--- src/gzhp_pkg.sv ---
// package: item types, phase codes, kinds and header constants for the gzip header parser
`timescale 1ns / 1ps

package gzhp_pkg;

    typedef struct packed {
        logic [7:0] data_byte;
        logic       start_stream;
    } in_item_t;

    typedef struct packed {
        logic [7:0] out_byte;
        logic [1:0] item_kind;
    } out_item_t;

    typedef struct packed {
        logic     valid;
        in_item_t item;
    } stage_t;

    localparam logic [2:0] PH_FIXED   = 3'd0;
    localparam logic [2:0] PH_OS      = 3'd1;
    localparam logic [2:0] PH_XLEN0   = 3'd2;
    localparam logic [2:0] PH_XLEN1   = 3'd3;
    localparam logic [2:0] PH_XDATA   = 3'd4;
    localparam logic [2:0] PH_NAME    = 3'd5;
    localparam logic [2:0] PH_COMMENT = 3'd6;
    localparam logic [2:0] PH_CRC     = 3'd7;

    localparam logic [1:0] KIND_HEADER  = 2'd0;
    localparam logic [1:0] KIND_PAYLOAD = 2'd1;
    localparam logic [1:0] KIND_ERROR   = 2'd2;
    localparam logic [1:0] KIND_UNUSED  = 2'd3;

    localparam logic [7:0] MAGIC0       = 8'h1f;
    localparam logic [7:0] MAGIC1       = 8'h8b;
    localparam logic [7:0] METHOD_DEFL  = 8'h08;
    localparam logic [7:0] FLG_RESERVED = 8'he0;

    localparam int FLG_HCRC_BIT    = 1;
    localparam int FLG_EXTRA_BIT   = 2;
    localparam int FLG_NAME_BIT    = 3;
    localparam int FLG_COMMENT_BIT = 4;

    localparam logic [15:0] FIXED_LEN = 16'd4;
    localparam logic [15:0] OS_LEN    = 16'd6;
    localparam logic [15:0] CRC_LEN   = 16'd2;

endpackage

--- src/gzhp_in_reg.sv ---
// input register stage for incoming stream bytes
`timescale 1ns / 1ps

module gzhp_in_reg (
    input  logic              clk,
    input  logic              rst_n,
    input  logic              byte_valid,
    input  gzhp_pkg::in_item_t byte_item,
    input  logic              advance,
    output logic              byte_stall,
    output gzhp_pkg::stage_t  s1
);
    import gzhp_pkg::*;

    logic     valid_reg;
    logic     valid_next;
    in_item_t item_reg;
    logic     take;

    assign byte_stall = valid_reg && !advance;
    assign take       = byte_valid && !byte_stall;

    always_comb
    begin
        valid_next = valid_reg;
        if (take)
        begin
            valid_next = 1'b1;
        end
        else if (advance)
        begin
            valid_next = 1'b0;
        end
    end

    always_ff @(posedge clk or negedge rst_n)
    begin
        if (!rst_n)
        begin
            valid_reg <= 1'b0;
        end
        else
        begin
            valid_reg <= valid_next;
        end
    end

    always_ff @(posedge clk)
    begin
        if (take)
        begin
            item_reg <= byte_item;
        end
    end

    assign s1.valid = valid_reg;
    assign s1.item  = item_reg;

endmodule

--- src/gzhp_core.sv ---
// header parse state and per-byte classification logic
`timescale 1ns / 1ps

module gzhp_core (
    input  logic               clk,
    input  logic               rst_n,
    input  gzhp_pkg::in_item_t item,
    input  logic               advance,
    output logic [1:0]         item_kind
);
    import gzhp_pkg::*;

    logic [2:0]  phase_reg, phase_next;
    logic [15:0] count_reg, count_next;
    logic [15:0] xlen_reg, xlen_next;
    logic [7:0]  flags_reg, flags_next;
    logic        done_reg, done_next;
    logic        err_reg, err_next;

    logic [2:0]  ph_c;
    logic [15:0] cnt_c;
    logic [15:0] xlen_c;
    logic [7:0]  flg_c;
    logic        done_c;
    logic        err_c;

    logic [7:0]  b;
    logic [15:0] cnt_inc;
    logic [15:0] crc_base;
    logic [15:0] crc_inc;
    logic        mismatch;
    logic        go_name;
    logic        at_name;
    logic        at_comment;

    assign b = item.data_byte;

    // new stream restarts from reset values
    always_comb
    begin
        if (item.start_stream)
        begin
            ph_c   = PH_FIXED;
            cnt_c  = '0;
            xlen_c = '0;
            flg_c  = '0;
            done_c = 1'b0;
            err_c  = 1'b0;
        end
        else
        begin
            ph_c   = phase_reg;
            cnt_c  = count_reg;
            xlen_c = xlen_reg;
            flg_c  = flags_reg;
            done_c = done_reg;
            err_c  = err_reg;
        end
    end

    assign cnt_inc    = cnt_c + 16'd1;
    assign mismatch   = (cnt_c == 16'd0 && b != MAGIC0) ||
                        (cnt_c == 16'd1 && b != MAGIC1) ||
                        (cnt_c == 16'd2 && b != METHOD_DEFL);
    assign go_name    = (ph_c == PH_XLEN0 && !flg_c[FLG_EXTRA_BIT]) ||
                        (ph_c == PH_XDATA && cnt_c == xlen_c);
    assign at_name    = (ph_c == PH_NAME) || go_name;
    assign at_comment = (ph_c == PH_COMMENT) || (at_name && !flg_c[FLG_NAME_BIT]);
    assign crc_base   = at_comment ? 16'd0 : cnt_c;
    assign crc_inc    = crc_base + 16'd1;

    always_comb
    begin
        phase_next = ph_c;
        count_next = cnt_c;
        xlen_next  = xlen_c;
        flags_next = flg_c;
        done_next  = done_c;
        err_next   = err_c;
        item_kind  = KIND_HEADER;
        if (err_c)
        begin
            item_kind = KIND_ERROR;
        end
        else if (done_c)
        begin
            item_kind = KIND_PAYLOAD;
        end
        else
        begin
            case (ph_c)
                PH_FIXED:
                begin
                    if (mismatch)
                    begin
                        err_next  = 1'b1;
                        item_kind = KIND_ERROR;
                    end
                    else
                    begin
                        count_next = cnt_inc;
                        if (cnt_inc >= FIXED_LEN)
                        begin
                            flags_next = b;
                            if ((b & FLG_RESERVED) != 8'd0)
                            begin
                                err_next  = 1'b1;
                                item_kind = KIND_ERROR;
                            end
                            else
                            begin
                                phase_next = PH_OS;
                                count_next = '0;
                            end
                        end
                    end
                end
                PH_OS:
                begin
                    count_next = cnt_inc;
                    if (cnt_inc >= OS_LEN)
                    begin
                        phase_next = PH_XLEN0;
                    end
                end
                PH_XLEN1:
                begin
                    xlen_next  = {b, xlen_c[7:0]};
                    count_next = '0;
                    phase_next = PH_XDATA;
                end
                default:
                begin
                    if (ph_c == PH_XLEN0 && flg_c[FLG_EXTRA_BIT])
                    begin
                        xlen_next  = {8'd0, b};
                        phase_next = PH_XLEN1;
                    end
                    else if (ph_c == PH_XDATA && cnt_c != xlen_c)
                    begin
                        count_next = cnt_inc;
                    end
                    else if (at_name && flg_c[FLG_NAME_BIT])
                    begin
                        phase_next = (b == 8'd0) ? PH_COMMENT : PH_NAME;
                    end
                    else if (at_comment && flg_c[FLG_COMMENT_BIT])
                    begin
                        phase_next = PH_COMMENT;
                        if (b == 8'd0)
                        begin
                            phase_next = PH_CRC;
                            count_next = '0;
                        end
                    end
                    else
                    begin
                        phase_next = PH_CRC;
                        count_next = crc_base;
                        if (flg_c[FLG_HCRC_BIT])
                        begin
                            count_next = crc_inc;
                            if (crc_inc >= CRC_LEN)
                            begin
                                done_next = 1'b1;
                            end
                        end
                        else
                        begin
                            done_next = 1'b1;
                            item_kind = KIND_PAYLOAD;
                        end
                    end
                end
            endcase
        end
    end

    always_ff @(posedge clk or negedge rst_n)
    begin
        if (!rst_n)
        begin
            phase_reg <= PH_FIXED;
            count_reg <= '0;
            xlen_reg  <= '0;
            flags_reg <= '0;
            done_reg  <= 1'b0;
            err_reg   <= 1'b0;
        end
        else if (advance)
        begin
            phase_reg <= phase_next;
            count_reg <= count_next;
            xlen_reg  <= xlen_next;
            flags_reg <= flags_next;
            done_reg  <= done_next;
            err_reg   <= err_next;
        end
    end

endmodule

--- src/gzip_header_parser_top.sv ---
// top level of the gzip member header parser
//
//  channel   dir  handshake                   item
//  byte      in   byte_valid / byte_stall     byte_item   (data_byte, start_stream)
//  result    out  result_valid / result_stall result_item (out_byte, item_kind)
//
// one byte per clock sustained while result_stall is low; a byte passes the input register, then the result register
// the rate is set by the single parse step between the input and result registers
// rst_n clears the parse state and both valid flags asynchronously
// byte_stall rises only while both registers are full and result_stall is high
`timescale 1ns / 1ps

module gzip_header_parser_top (
    input  logic                clk,
    input  logic                rst_n,
    input  logic                byte_valid,
    output logic                byte_stall,
    input  gzhp_pkg::in_item_t  byte_item,
    output logic                result_valid,
    input  logic                result_stall,
    output gzhp_pkg::out_item_t result_item
);
    import gzhp_pkg::*;

    stage_t    s1;
    logic      advance;
    logic [1:0] kind;
    logic      result_valid_reg, result_valid_next;
    out_item_t result_item_reg;

    assign advance = s1.valid && (!result_valid_reg || !result_stall);

    gzhp_in_reg u_in_reg (
        .clk        (clk),
        .rst_n      (rst_n),
        .byte_valid (byte_valid),
        .byte_item  (byte_item),
        .advance    (advance),
        .byte_stall (byte_stall),
        .s1         (s1)
    );

    gzhp_core u_core (
        .clk       (clk),
        .rst_n     (rst_n),
        .item      (s1.item),
        .advance   (advance),
        .item_kind (kind)
    );

    always_comb
    begin
        result_valid_next = result_valid_reg;
        if (advance)
        begin
            result_valid_next = 1'b1;
        end
        else if (!result_stall)
        begin
            result_valid_next = 1'b0;
        end
    end

    always_ff @(posedge clk or negedge rst_n)
    begin
        if (!rst_n)
        begin
            result_valid_reg <= 1'b0;
        end
        else
        begin
            result_valid_reg <= result_valid_next;
        end
    end

    always_ff @(posedge clk)
    begin
        if (advance)
        begin
            result_item_reg.out_byte  <= s1.item.data_byte;
            result_item_reg.item_kind <= kind;
        end
    end

    assign result_valid = result_valid_reg;
    assign result_item  = result_item_reg;

endmodule

--- config.mk ---
export PLATFORM = sky130hd
export DESIGN_NAME = gzip_header_parser_top
export DESIGN_NICKNAME = d
export VERILOG_FILES = /design/src/gzhp_pkg.sv /design/src/gzhp_in_reg.sv /design/src/gzhp_core.sv /design/src/gzip_header_parser_top.sv
export SDC_FILE = /design/constraint.sdc
export NUM_CORES = 1
export LEC_CHECK = 0
export BUFFER_PORTS_ARGS = -buffer_cell sky130_fd_sc_hd__buf_2
export CAP_MARGIN = 25
export CORE_MARGIN = 3
export CORE_UTILIZATION = 40
export DETAILED_ROUTE_END_ITERATION = 7
export HOLD_SLACK_MARGIN = 0.03
export PLACE_DENSITY = 0.67
export SYNTH_ARGS = -nofsm -noshare
export SYNTH_HDL_FRONTEND = slang
export SYNTH_SLANG_ARGS = --single-unit
--- constraint.sdc ---
create_clock -name clk -period 10 [get_ports clk]
set_input_delay 0.5 -clock clk [delete_from_list [all_inputs] [get_ports clk]]
set_output_delay 0.5 -clock clk [all_outputs]
set_load 0.02 [all_outputs]
==> metrics.md, run 1 <==
| Metric | Value |
|---|---|
| CP max-delay cell | `a2111oi_0` |
| Register area share after synthesis | `0.348` |
| FILL cells | `1117` |
| Achievable Freq | `about 180 MHz` |
| CP Cell Sequence | `inv_1, a2111o_1, or4_1, o41ai_4, nor2_1, ha_1, nand3_1, nor2_1, nand3_1, o21ai_0, o21a_1, nor4_1, o211ai_1, a2111oi_0, nor3_1` |
| Die Ht | `about 110 um` |
| Area grow syn2layout | `9.55%` |
| Slowest Stage Delay on Critical Path | `between 0.8 and 0.9 ns` |
| First-pass GRT wire length | `roughly 27000 um` |
| Syn Area/Cell | `about 8.3 um^2` |
| Slew HR | `0.355` |
| DP Wirelength | `roughly 12000 um` |
| Asr flop ratio synth | `0.694` |
| Drt first pass iters | `5` |
| Synth warn | `0` |
| Site Rows | `39` |
| Final Hold Slack | `0.0494 ns` |
| VDD IR max | `about 0.13 mV` |
| P_sw | `between 500 and 600 uW` |
| Ratio of cells with drive above 1 in the final layout | `0.116` |
| GRT Total Usage | `0.260` |
| Synthesized area | `4730 um^2` |
| Worst-Margin Slew | `around 0.96 ns` |
| Tmin final | `between 5 and 6 ns` |
| P per Cell Area | `around 230 nW/um^2` |
| Worst reg2reg startpoint | `u_core.count_reg[7]` |
| Clock power share | `0.238` |
| Synthesized instance count | `between 500 and 600` |
| WS Path Type | `reg2reg` |
| Clock Latency Late Sink | `approximately 0.34 ns` |
| N_diodes | `0` |
| Io pins | `25` |
| Required @ worst endpoint | `just over 10 ns` |
| Flops & latches, synth | `62` |
| Sequential cell area | `1650 um^2` |
| Multi-input logic area | `~2800 um^2` |
| RR Endpoint | `u_core.done_reg` |
| Drt drc | `0` |
| WL per Instance | `between 20 and 25 um` |
| TritonCTS clock tree | `done` |
| Violation count after the first detailed-route iteration | `between 400 and 500` |
| Antenna Violating Nets Remaining | `0` |
| Static Leak | `approximately 0.0020 uW` |
| Startpoint types | `flip-flop` |
| Setup TNS | `0 ns` |
| Final hold violation count | `0` |
| Post-synth EDFFs | `19` |
| Prevailing post-synth register cell | `dfrtp_1` |
| Max clock buf depth | `2` |
| Reg-to-reg setup timing slack | `between 4 and 5 ns` |
| Gr ovfl total | `0` |
| Crit Path Max Fanout | `16` |
| Routability congestion estimate | `between 0.9 and 1` |
| Setup Viol. Count Final | `0` |
| Synth Net Count | `592` |
| Chip Width | `approximately 110 um` |
| Int Power | `~650 uW` |
| Worst r2r path cells | `15` |
| Post-synth top area share | `0.227` |
| Status | `finished, final reports clean` |
| Vias per cell | `~6.6` |
| Unique masters post-synth | `73` |
| Port bufs | `24` |
| Post-CTS Repair Setup Buffers | `0` |
| Clock skew | `between 0.01 and 0.015 ns` |
| Arrival time worst endpoint | `around 6 ns` |
| Starting density of the core | `0.413` |
| RSZ-0062 raised after global routing | `false` |
| Number of CTS-inserted buffers | `9` |
| Number of global-route vias before repair | `between 4k and 5k` |
| Max cap viols | `0` |
| Initial antenna violation count | `0` |
| Largest area contributor in the netlist | `dfrtp_1` |
| WL final | `around 17000 um` |
| Fin crit share | `0.571` |
| Worst-path clk slew | `roughly 0.060 ns` |
| Sequential Power Share | `0.317` |
| Die Footprint | `between 10000 and 15000 um^2` |
| Largest net degree at the start of global routing | `52` |
| CP Depth | `15` |
| Core area | `between 10000 and 15000 um^2` |
| Sink Count | `62` |
| HP Class | `in2async` |
| Clock root buffer | `clkbuf_16` |
| Cell family with most CP delay | `compound AO/OA/AOI/OAI gates` |
| Switch share | `0.467` |
| WP buf/inv | `1` |
| Combinational group share of total power | `0.445` |
| Slew Limit Fails | `0` |
| Critical Path End Type | `flip-flop` |
| Via count | `about 4.8k` |
| Synth top area cells | `dfrtp_1 (23%), edfxtp_1 (12%), nand2_1 (4.5%)` |
| # nets final | `roughly 590` |
| # resized after CTS | `0` |
| H-Tree Depth | `3` |
| CTS Hold Bufs | `0` |
==> cell usage after synthesis (3+ instances only) <==
cell,count
nor3_1,23
mux2_2,4
a22o_1,23
a21oi_1,31
or2_2,5
o2bb2ai_1,3
buf_1,5
nor4bb_1,3
ha_1,6
o211ai_1,7
and2_1,3
a21boi_0,3
nand2b_1,8
and3_1,5
a22oi_1,4
nand3_1,28
or4_1,4
xor2_1,9
o31ai_1,4
buf_2,8
nor2_1,54
nor2b_1,8
clkbuf_1,22
o22ai_1,7
a211oi_1,5
a221oi_1,5
nor4_1,12
o21a_1,4
a31oi_1,7
nand3b_1,4
o2111ai_1,5
nand4_1,11
o21ai_0,27
o21ai_1,7
edfxtp_1,19
dfrtp_1,43
nand2_1,57
or3_1,3
xnor2_1,19
o31a_1,3
inv_1,25
==> metal layers <==
| layer | track usage | up-vias | wire (um) |
|---|---|---|---|
| met4 | 0.114 | 0 | 752 |
| met3 | 0.0574 | 68 | 1700 |
| met1 | 0.360 | 2281 | 6920 |
| li1 | - | 2139 | - |
| met5 | 0 | - | 0 |
| met2 | 0.392 | 299 | 7240 |
==> power groups by stage <==
stage | Sequential, uW | Clock, uW | Combinational (uW)
floorplan | 327 | 0 | 419
global placement | 386 | 0 | 514
detailed placement | 387 | 0 | 517
CTS | 382 | 291 | 520
global route | 392 | 302 | 580
finish | 386 | 290 | 541
==> cell families (layout without fill, tap and decap cells) <==
kind of cell	Yosys count	after routing	synth area share
compound gates	169	169	0.254
xor+xnor	28	28	0.0518
buf+inv	66	72	0.0598
fa+ha+maj	6	6	0.0159
simple gates	235	235	0.253
mux	7	7	0.0167
flops	62	62	0.348
==> metrics by stage <==
stage	setup slack, ns	instance area, um^2	power [uW]	utilization	instances
after floorplan	6.19	4730	747	-	573
after global placement	4.42	4890	900	0.426	705
after detailed placement	4.44	4910	904	0.428	706
after CTS	4.42	5180	1190	0.452	722
after global routing	3.99	5180	1270	0.452	722
final	4.29	5180	1220	0.452	722
==> cells in the final DEF, fill, tap and decap left out, types with 11 or more instances in the layout <==
cell	count
nor3_1	23
edfxtp_1	19
nor2_1	54
nor4_1	12
inv_1	25
xnor2_1	19
nand4_1	11
nand3_1	28
nand2_1	57
a22o_1	23
dfrtp_1	43
a21oi_1	31
buf_2	24
o21ai_0	27
==> final cells by class <==
class                           instances  share of cell area
Multi-Input combinational cell        445               0.541
Timing Repair Buffer                   31              0.0357
Tap cell                              143              0.0345
Inverter                               25              0.0181
Sequential cell                        62               0.318
Clock buffer                           10              0.0442
Clock inverter                          6             0.00917
==> worst max path at each step <==
stage                            endpoint                 from
after floorplan           u_core.done_reg  u_core.count_reg[1]
after global placement    u_core.done_reg  u_core.count_reg[7]
after detailed placement  u_core.done_reg  u_core.count_reg[7]
after CTS                 u_core.done_reg  u_core.count_reg[7]
after global routing      u_core.done_reg  u_core.count_reg[7]
final                     u_core.done_reg  u_core.count_reg[7]
(Power assumes the default switching activity.)
==> inputs of run 2 (changes only) <==
--- a/config.mk
+++ b/config.mk
@@ -5,13 +5,14 @@
 export SDC_FILE = /design/constraint.sdc
 export NUM_CORES = 1
 export LEC_CHECK = 0
+export ABC_AREA = 1
 export BUFFER_PORTS_ARGS = -buffer_cell sky130_fd_sc_hd__buf_2
 export CAP_MARGIN = 25
 export CORE_MARGIN = 3
 export CORE_UTILIZATION = 40
 export DETAILED_ROUTE_END_ITERATION = 7
 export HOLD_SLACK_MARGIN = 0.03
-export PLACE_DENSITY = 0.67
+export PLACE_DENSITY = 0.69
 export SYNTH_ARGS = -nofsm -noshare
 export SYNTH_HDL_FRONTEND = slang
 export SYNTH_SLANG_ARGS = --single-unit
==> constraint.sdc (replaced) <==
create_clock -name clk -period 4.8 [get_ports clk]
set_input_delay 0.24 -clock clk [delete_from_list [all_inputs] [get_ports clk]]
set_output_delay 0.24 -clock clk [all_outputs]
set_load 0.02 [all_outputs]
==> run 2 against run 1 <==
Cell count up 50%. Clock-buffer cell count is 1 lower. Non-clock buffer count grew 8. First-iteration DRC count grew 68%. Critical endpoint unchanged. Critical path type unchanged. Utilization is 0.72 points higher. Via count rose by 28%. Clock skew decreased by 0.0024 ns.
==> metrics.md, run 2 <==
| Metric | Value |
|---|---|
| Status | `finished, final reports clean` |
| First-pass GRT wire length | `roughly 32000 um` |
| GRT Total Usage | `0.279` |
| Fin cells | `around 1.1k` |
| Critical Path End Type | `flip-flop` |
| H-Tree Depth | `3` |
| Number of global-route vias before repair | `5875` |
| Violation count after the first detailed-route iteration | `817` |
| Synthesized instance count | `a little under 900` |
| Crit Path Max Fanout | `20` |
| Max cap viols | `0` |
| VDD IR max | `roughly 0.22 mV` |
| Post-synth top area share | `0.194` |
| Synth top area cells | `dfrtp_1 (19%), nand2_1 (15%), edfxtp_1 (10%)` |
| Drt drc | `0` |
| Final hold violation count | `0` |
| Met3 wire len | `2060 um` |
| Highest metal used | `met4` |
| Site Rows | `42` |
| Static Leak | `between 0.002 and 0.003 uW` |
| WL final | `around 20000 um` |
| Initial antenna violation count | `0` |
| Top-count cell post-synth | `nand2_1` |
| Synth Net Count | `between 800 and 900` |
| WL met2 | `between 8000 and 9000 um` |
| P per Cell Area | `552 nW/um^2` |
| Routability congestion estimate | `between 0.9 and 1` |
| Startpoint types | `flip-flop` |
| TritonCTS clock tree | `done` |
| Drt first pass iters | `6` |
| Flops & latches, synth | `62` |
| # resized after CTS | `0` |
| Placed cells | `approximately 1.1k` |
| Ratio of cells with drive above 1 in the final layout | `0.0973` |
| Fin crit share | `0.838` |
| Top cells by count, synth | `nand2_1 (215), inv_1 (129), nor2_1 (116)` |
| Starting density of the core | `0.413` |
| Die Footprint | `between 15000 and 20000 um^2` |
| Achievable Freq | `approximately 250 MHz` |
| Unique masters post-synth | `44` |
| Post-synth EDFFs | `19` |
| Synthesized area | `approximately 5500 um^2` |
| DP Wirelength | `15200 um` |
| Register area share after synthesis | `0.298` |
| WL per Instance | `roughly 19 um` |
| Via count | `about 6.1k` |
| Clock skew | `0.0106 ns` |
| Clock root buffer | `clkbuf_16` |
| Commonest non-fill, non-tap cell in the layout | `nand2_1` |
| Port bufs | `24` |
| Core area | `around 13000 um^2` |
| Slew HR | `0.265` |
| Worst-Margin Slew | `1.08 ns` |
| Gr ovfl total | `0` |
| Max clock buf depth | `2` |
| Arrival time worst endpoint | `between 4 and 5 ns` |
| Asr flop ratio synth | `0.694` |
| HP Class | `in2reg` |
| Post-layout util | `0.459` |
| # nets final | `918` |
| Largest area contributor in the netlist | `dfrtp_1` |
| Setup Viol. Count Final | `0` |
| Die Ht | `124 um` |
| Setup TNS | `0 ns` |
| Chip Width | `between 100 and 150 um` |
| Io pins | `25` |
| Synth warn | `0` |
| Tot Pwr | `between 3000 and 4000 uW` |
| WS Path Type | `reg2reg` |
| Antenna Violating Nets Remaining | `0` |
| Area grow syn2layout | `11.2%` |
| Number of CTS-inserted buffers | `9` |
| N_diodes | `0` |
| Tmin final | `slightly above 4 ns` |
| Syn Area/Cell | `roughly 6.3 um^2` |
| Post-CTS Repair Setup Buffers | `0` |
| Worst-path clk slew | `about 0.07 ns` |
| Sink Count | `between 60 and 70` |
| CTS Hold Bufs | `1` |
| Clock Latency Late Sink | `roughly 0.35 ns` |
| Commonest non-fill, non-tap cells in the layout | `nand2_1 (215), inv_1 (129), nor2_1 (116), o21ai_0 (73), a21oi_1 (54)` |
| Met1 wire length | `about 8500 um` |
| Vias per cell | `about 5.7` |
| RSZ-0062 raised after global routing | `false` |
| Prevailing post-synth register cell | `dfrtp_1` |
| Largest net degree at the start of global routing | `44` |
| Required @ worst endpoint | `5.04 ns` |
| Slew Limit Fails | `0` |
[run 2: changes by cell type in the layout (fill, tap and decap cells not counted), moves of 9 or more]
| cell | previous run | this run |
|---|---|---|
| a22o_1 | 23 | 0 |
| xnor2_1 | 19 | 2 |
| inv_1 | 25 | 129 |
| nand2_1 | 57 | 215 |
| o21ai_0 | 27 | 73 |
| nand3_1 | 28 | 50 |
| nand4_1 | 11 | 26 |
| nor2_1 | 54 | 116 |
| nor2_2 | 0 | 9 |
| a21oi_1 | 31 | 54 |
[run 2: final timing paths]
kind / startpoint / to / slack (ns) / cells after the start
max: u_in_reg.s1[0] / u_core.done_reg / 0.78 / 25
min: byte_item[6] / u_in_reg.s1[6] / 0.06 / 1
max reg2reg: u_in_reg.s1[0] / u_core.done_reg / 0.78 / 25
min reg2reg: u_in_reg.s1[6] / result_item[7] / 0.45 / 0
max in group asynchronous: rst_n / u_core.count_reg[1] / 3.83 / 3
min in group asynchronous: rst_n / u_core.count_reg[6] / 0.49 / 3
[run 2: logic make-up after synthesis]
| logic type | count (synthesis) | synth area share |
|---|---|---|
| AND/OR/NAND/NOR | 466 | 0.379 |
| AO/OA/AOI/OAI | 165 | 0.168 |
| buffers and inverters | 161 | 0.117 |
| flip-flops | 62 | 0.298 |
| XOR/XNOR | 16 | 0.0253 |
| adder cells (fa/ha/maj) | 6 | 0.0136 |
[run 2: area by class of cell]
class / instances / area, um^2
Clock buffer: 9 / 225
Clock inverter: 7 / 80.1
Fill cell: 1433 / 7250
Inverter: 134 / 503
Multi-Input combinational cell: 653 / 3240
Sequential cell: 62 / 1650
Tap cell: 176 / 220
Timing Repair Buffer: 39 / 235
[run 2: stage by stage]
step           hold slack [ns]  instance area (um^2)  setup slack [ns]
2_1_floorplan          -0.0556                  5530              1.90
4_1_cts                 0.0520                  6150             0.863
3_5_place_dp             0.384                  5840             0.872
3_3_place_gp             0.393                  5840             0.979
6_report                0.0614                  6150             0.776
5_1_grt                 0.0549                  6150             0.375
[run 2: metal layers]
| layer | global-route usage | up-vias |
|---|---|---|
| met4 | 0.127 | 0 |
| li1 | - | 2915 |
| met3 | 0.0713 | 75 |
| met5 | 0 | - |
| met2 | 0.418 | 349 |
| met1 | 0.377 | 2809 |
[run 2: worst max-delay path, cell delays in order, from the launching register on]
cell and delay [ns]:
edfxtp_1 0.60, buf_4 0.33, nor2_2 0.28, nand2_1 0.08, nand2_1 0.07, nor2_1 0.08, nand2_1 0.08, nor2_1 0.05
nand3_1 0.11, nand2_2 0.09, nand2_4 0.16, nand2_4 0.17, nor2_1 0.24, ha_1 0.20, inv_1 0.06, nor2_1 0.15
nand4_1 0.22, nor2_2 0.30, xnor2_1 0.16, nand2_1 0.07, nor2_1 0.09, nand3_1 0.07, nor2_1 0.10, nand2_1 0.06
nand2_1 0.05, nand2_1 0.05
[run 2: report_power, final]
group | leakage [uW] | switching, uW | internal (uW)
combinational | 0.00210 | 1330 | 516
sequential | 0.000711 | 140 | 719
clock | 0.000148 | 280 | 409
==> inputs of run 3 (changes only) <==
--- a/config.mk
+++ b/config.mk
@@ -12,7 +12,7 @@
 export CORE_UTILIZATION = 40
 export DETAILED_ROUTE_END_ITERATION = 7
 export HOLD_SLACK_MARGIN = 0.03
-export PLACE_DENSITY = 0.69
+export PLACE_DENSITY = 0.67
 export SYNTH_ARGS = -nofsm -noshare
 export SYNTH_HDL_FRONTEND = slang
 export SYNTH_SLANG_ARGS = --single-unit
==> constraint.sdc (replaced) <==
create_clock -name clk -period 4 [get_ports clk]
set_input_delay 0.2 -clock clk [delete_from_list [all_inputs] [get_ports clk]]
set_output_delay 0.2 -clock clk [all_outputs]
set_load 0.02 [all_outputs]
==> run 3 against run 2 <==
Final area increased by 2.3%. Routed wire length decreased by 3.1%. Die area unchanged. Largest cell class unchanged. Largest power group unchanged. Highest routed layer unchanged.
==> metrics.md, run 3 (same netlist as run 2, synthesis figures left out) <==
| Metric | Value |
|---|---|
| Drt drc | `0` |
| Violation count after the first detailed-route iteration | `1018` |
| RSZ-0062 raised after global routing | `false` |
| Static Leak | `0.00301 uW` |
| Final hold violation count | `0` |
| DP Wirelength | `~15000 um` |
| Tot Pwr | `~4000 uW` |
| Post-CTS Repair Setup Buffers | `0` |
| RR Endpoint | `u_core.done_reg` |
| Fin crit share | `0.922` |
| Tmin final | `3.69 ns` |
| P per Cell Area | `between 600 and 700 nW/um^2` |
| Initial antenna violation count | `0` |
| VDD IR max | `between 0.2 and 0.3 mV` |
| Clock root buffer | `clkbuf_16` |
| Setup TNS | `0 ns` |
| GRT Total Usage | `0.270` |
| Core area | `about 13000 um^2` |
| Global routing usage on met3 | `0.0686` |
| Required @ worst endpoint | `around 4.2 ns` |
| Worst r2r path cells | `26` |
| WL per Instance | `18.1 um` |
| Number of global-route vias before repair | `just under 6k` |
| Commonest non-fill, non-tap cells in the layout | `nand2_1 (215), inv_1 (129), nor2_1 (114), o21ai_0 (73), a21oi_1 (54)` |
| Port bufs | `24` |
| Reg-to-reg setup timing slack | `around 0.31 ns` |
| Number of CTS-inserted buffers | `9` |
| Worst slack at placement | `between 0.15 and 0.2 ns` |
| P_sw | `between 2000 and 2500 uW` |
| # nets final | `929` |
| Drt first pass iters | `6` |
| Die Ht | `around 120 um` |
| Placed cells | `roughly 1.1k` |
| Met1 Track Usage GR | `0.362` |
| Clock Latency Late Sink | `~0.35 ns` |
| Clock power share | `0.187` |
| Worst reg2reg startpoint | `u_in_reg.s1[0]` |
| WL final | `between 15000 and 20000 um` |
| Slowest Stage Delay on Critical Path | `0.48 ns` |
| H-Tree Depth | `3` |
| Sequential Power Share | `0.255` |
| Hold Path Cell Cnt | `1` |
| Clock skew | `roughly 0.013 ns` |
| Worst-Margin Slew | `0.785 ns` |
| Int Power | `between 1500 and 2000 uW` |
| Vias per cell | `around 5.7` |
| Final WS setup | `0.313 ns` |
| Crit Path Max Fanout | `32` |
| Starting density of the core | `0.413` |
| Antenna Violating Nets Remaining | `0` |
| Ratio of cells with drive above 1 in the final layout | `0.103` |
| Critical Path End Type | `flip-flop` |
| First-pass GRT wire length | `~32000 um` |
| CP dominant cell by count | `nand2_1` |
| Setup Viol. Count Final | `0` |
| Slew HR | `0.475` |
| Area grow syn2layout | `13.7%` |
| Fin cells | `1091` |
| Arrival time worst endpoint | `between 3 and 4 ns` |
| Routability congestion estimate | `approximately 1.0` |
| Startpoint types | `flip-flop` |
| N_diodes | `0` |
| HP Class | `in2reg` |
| Sink Count | `between 60 and 70` |
| Slew Limit Fails | `0` |
| Status | `finished, final reports clean` |
| Commonest non-fill, non-tap cell in the layout | `nand2_1` |
| Max cap viols | `0` |
| Switch share | `0.519` |
| Worst-path clk slew | `approximately 0.070 ns` |
| Site Rows | `42` |
| WHS Endpoint | `u_in_reg.s1[1]` |
| Via count | `~6.2k` |
| GR Layer Usage met2 | `0.403` |
| WS Path Type | `reg2reg` |
| Chip Width | `approximately 120 um` |
| Final Hold Slack | `between 0.03 and 0.04 ns` |
| Gr ovfl total | `0` |
| Max clock buf depth | `2` |
| Busiest layer in global routing | `met2` |
| Die Footprint | `between 15000 and 20000 um^2` |
| HP Start | `byte_item[1]` |
| Largest net degree at the start of global routing | `33` |
| Combinational group share of total power | `0.558` |
| Achievable Freq | `about 270 MHz` |
| Io pins | `25` |
| TritonCTS clock tree | `done` |
| CP max-delay cell | `edfxtp_1` |
==> run 3: worst max-delay path by stage <==
| stage | startpoint | to | slack (ns) | cells past startpoint |
|---|---|---|---|---|
| 2_1_floorplan | u_in_reg.s1[0] | u_core.done_reg | 1.10 | 25 |
| 3_3_place_gp | u_in_reg.s1[0] | u_core.done_reg | 0.23 | 26 |
| 3_5_place_dp | u_in_reg.s1[0] | u_core.done_reg | 0.20 | 26 |
| 4_1_cts | u_in_reg.s1[0] | u_core.done_reg | 0.19 | 26 |
| 5_1_grt | u_in_reg.s1[0] | u_core.done_reg | 0.02 | 26 |
| 6_report | u_in_reg.s1[0] | u_core.done_reg | 0.31 | 26 |
==> run 3: layer usage <==
metal / vias to the layer above / share of wire / wire length, um
met4: 0 / 0.046 / 910
met3: 66 / 0.11 / 2240
met2: 355 / 0.43 / 8450
met1: 2838 / 0.41 / 8120
li1: 2939 / - / -
met5: - / 0 / 0
==> run 3: critical path, delay by kind of cell (launching register included) <==
kind | cells | cell delay (ns)
adders and majority gates | 1 | 0.20
buffers and inverters | 2 | 0.30
DFF | 1 | 0.48
and+or+nand+nor | 23 | 2.56
==> run 3: area by class of cell <==
class	count	area (um^2)
Clock buffer	9	225
Timing Repair Buffer	50	380
Inverter	134	505
Clock inverter	7	47.5
Sequential cell	62	1650
Tap cell	176	220
Fill cell	1380	7110
Multi-Input combinational cell	653	3270
==> run 3: metrics by stage <==
step | area, um^2 | util
3_3_place_gp | 5860 | 0.438
4_1_cts | 6260 | 0.468
3_5_place_dp | 5910 | 0.441
2_1_floorplan | 5530 | -
6_report | 6290 | 0.470
5_1_grt | 6290 | 0.470
==> run 3: repair_timing <==
item                                   in CTS  in global routing
resized for setup                           0                  8
setup endpoints to repair                   0                 14
endpoints found under the hold margin      28                  0
hold buffers                                8                  0
==> run 3: power groups by stage <==
stage               sequential (uW)  combinational (uW)  clock (uW)
floorplan                       992                1520           0
global placement               1020                2130           0
detailed placement             1030                2150           0
CTS                            1020                2160         753
global route                   1040                2480         782
finish                         1020                2240         751
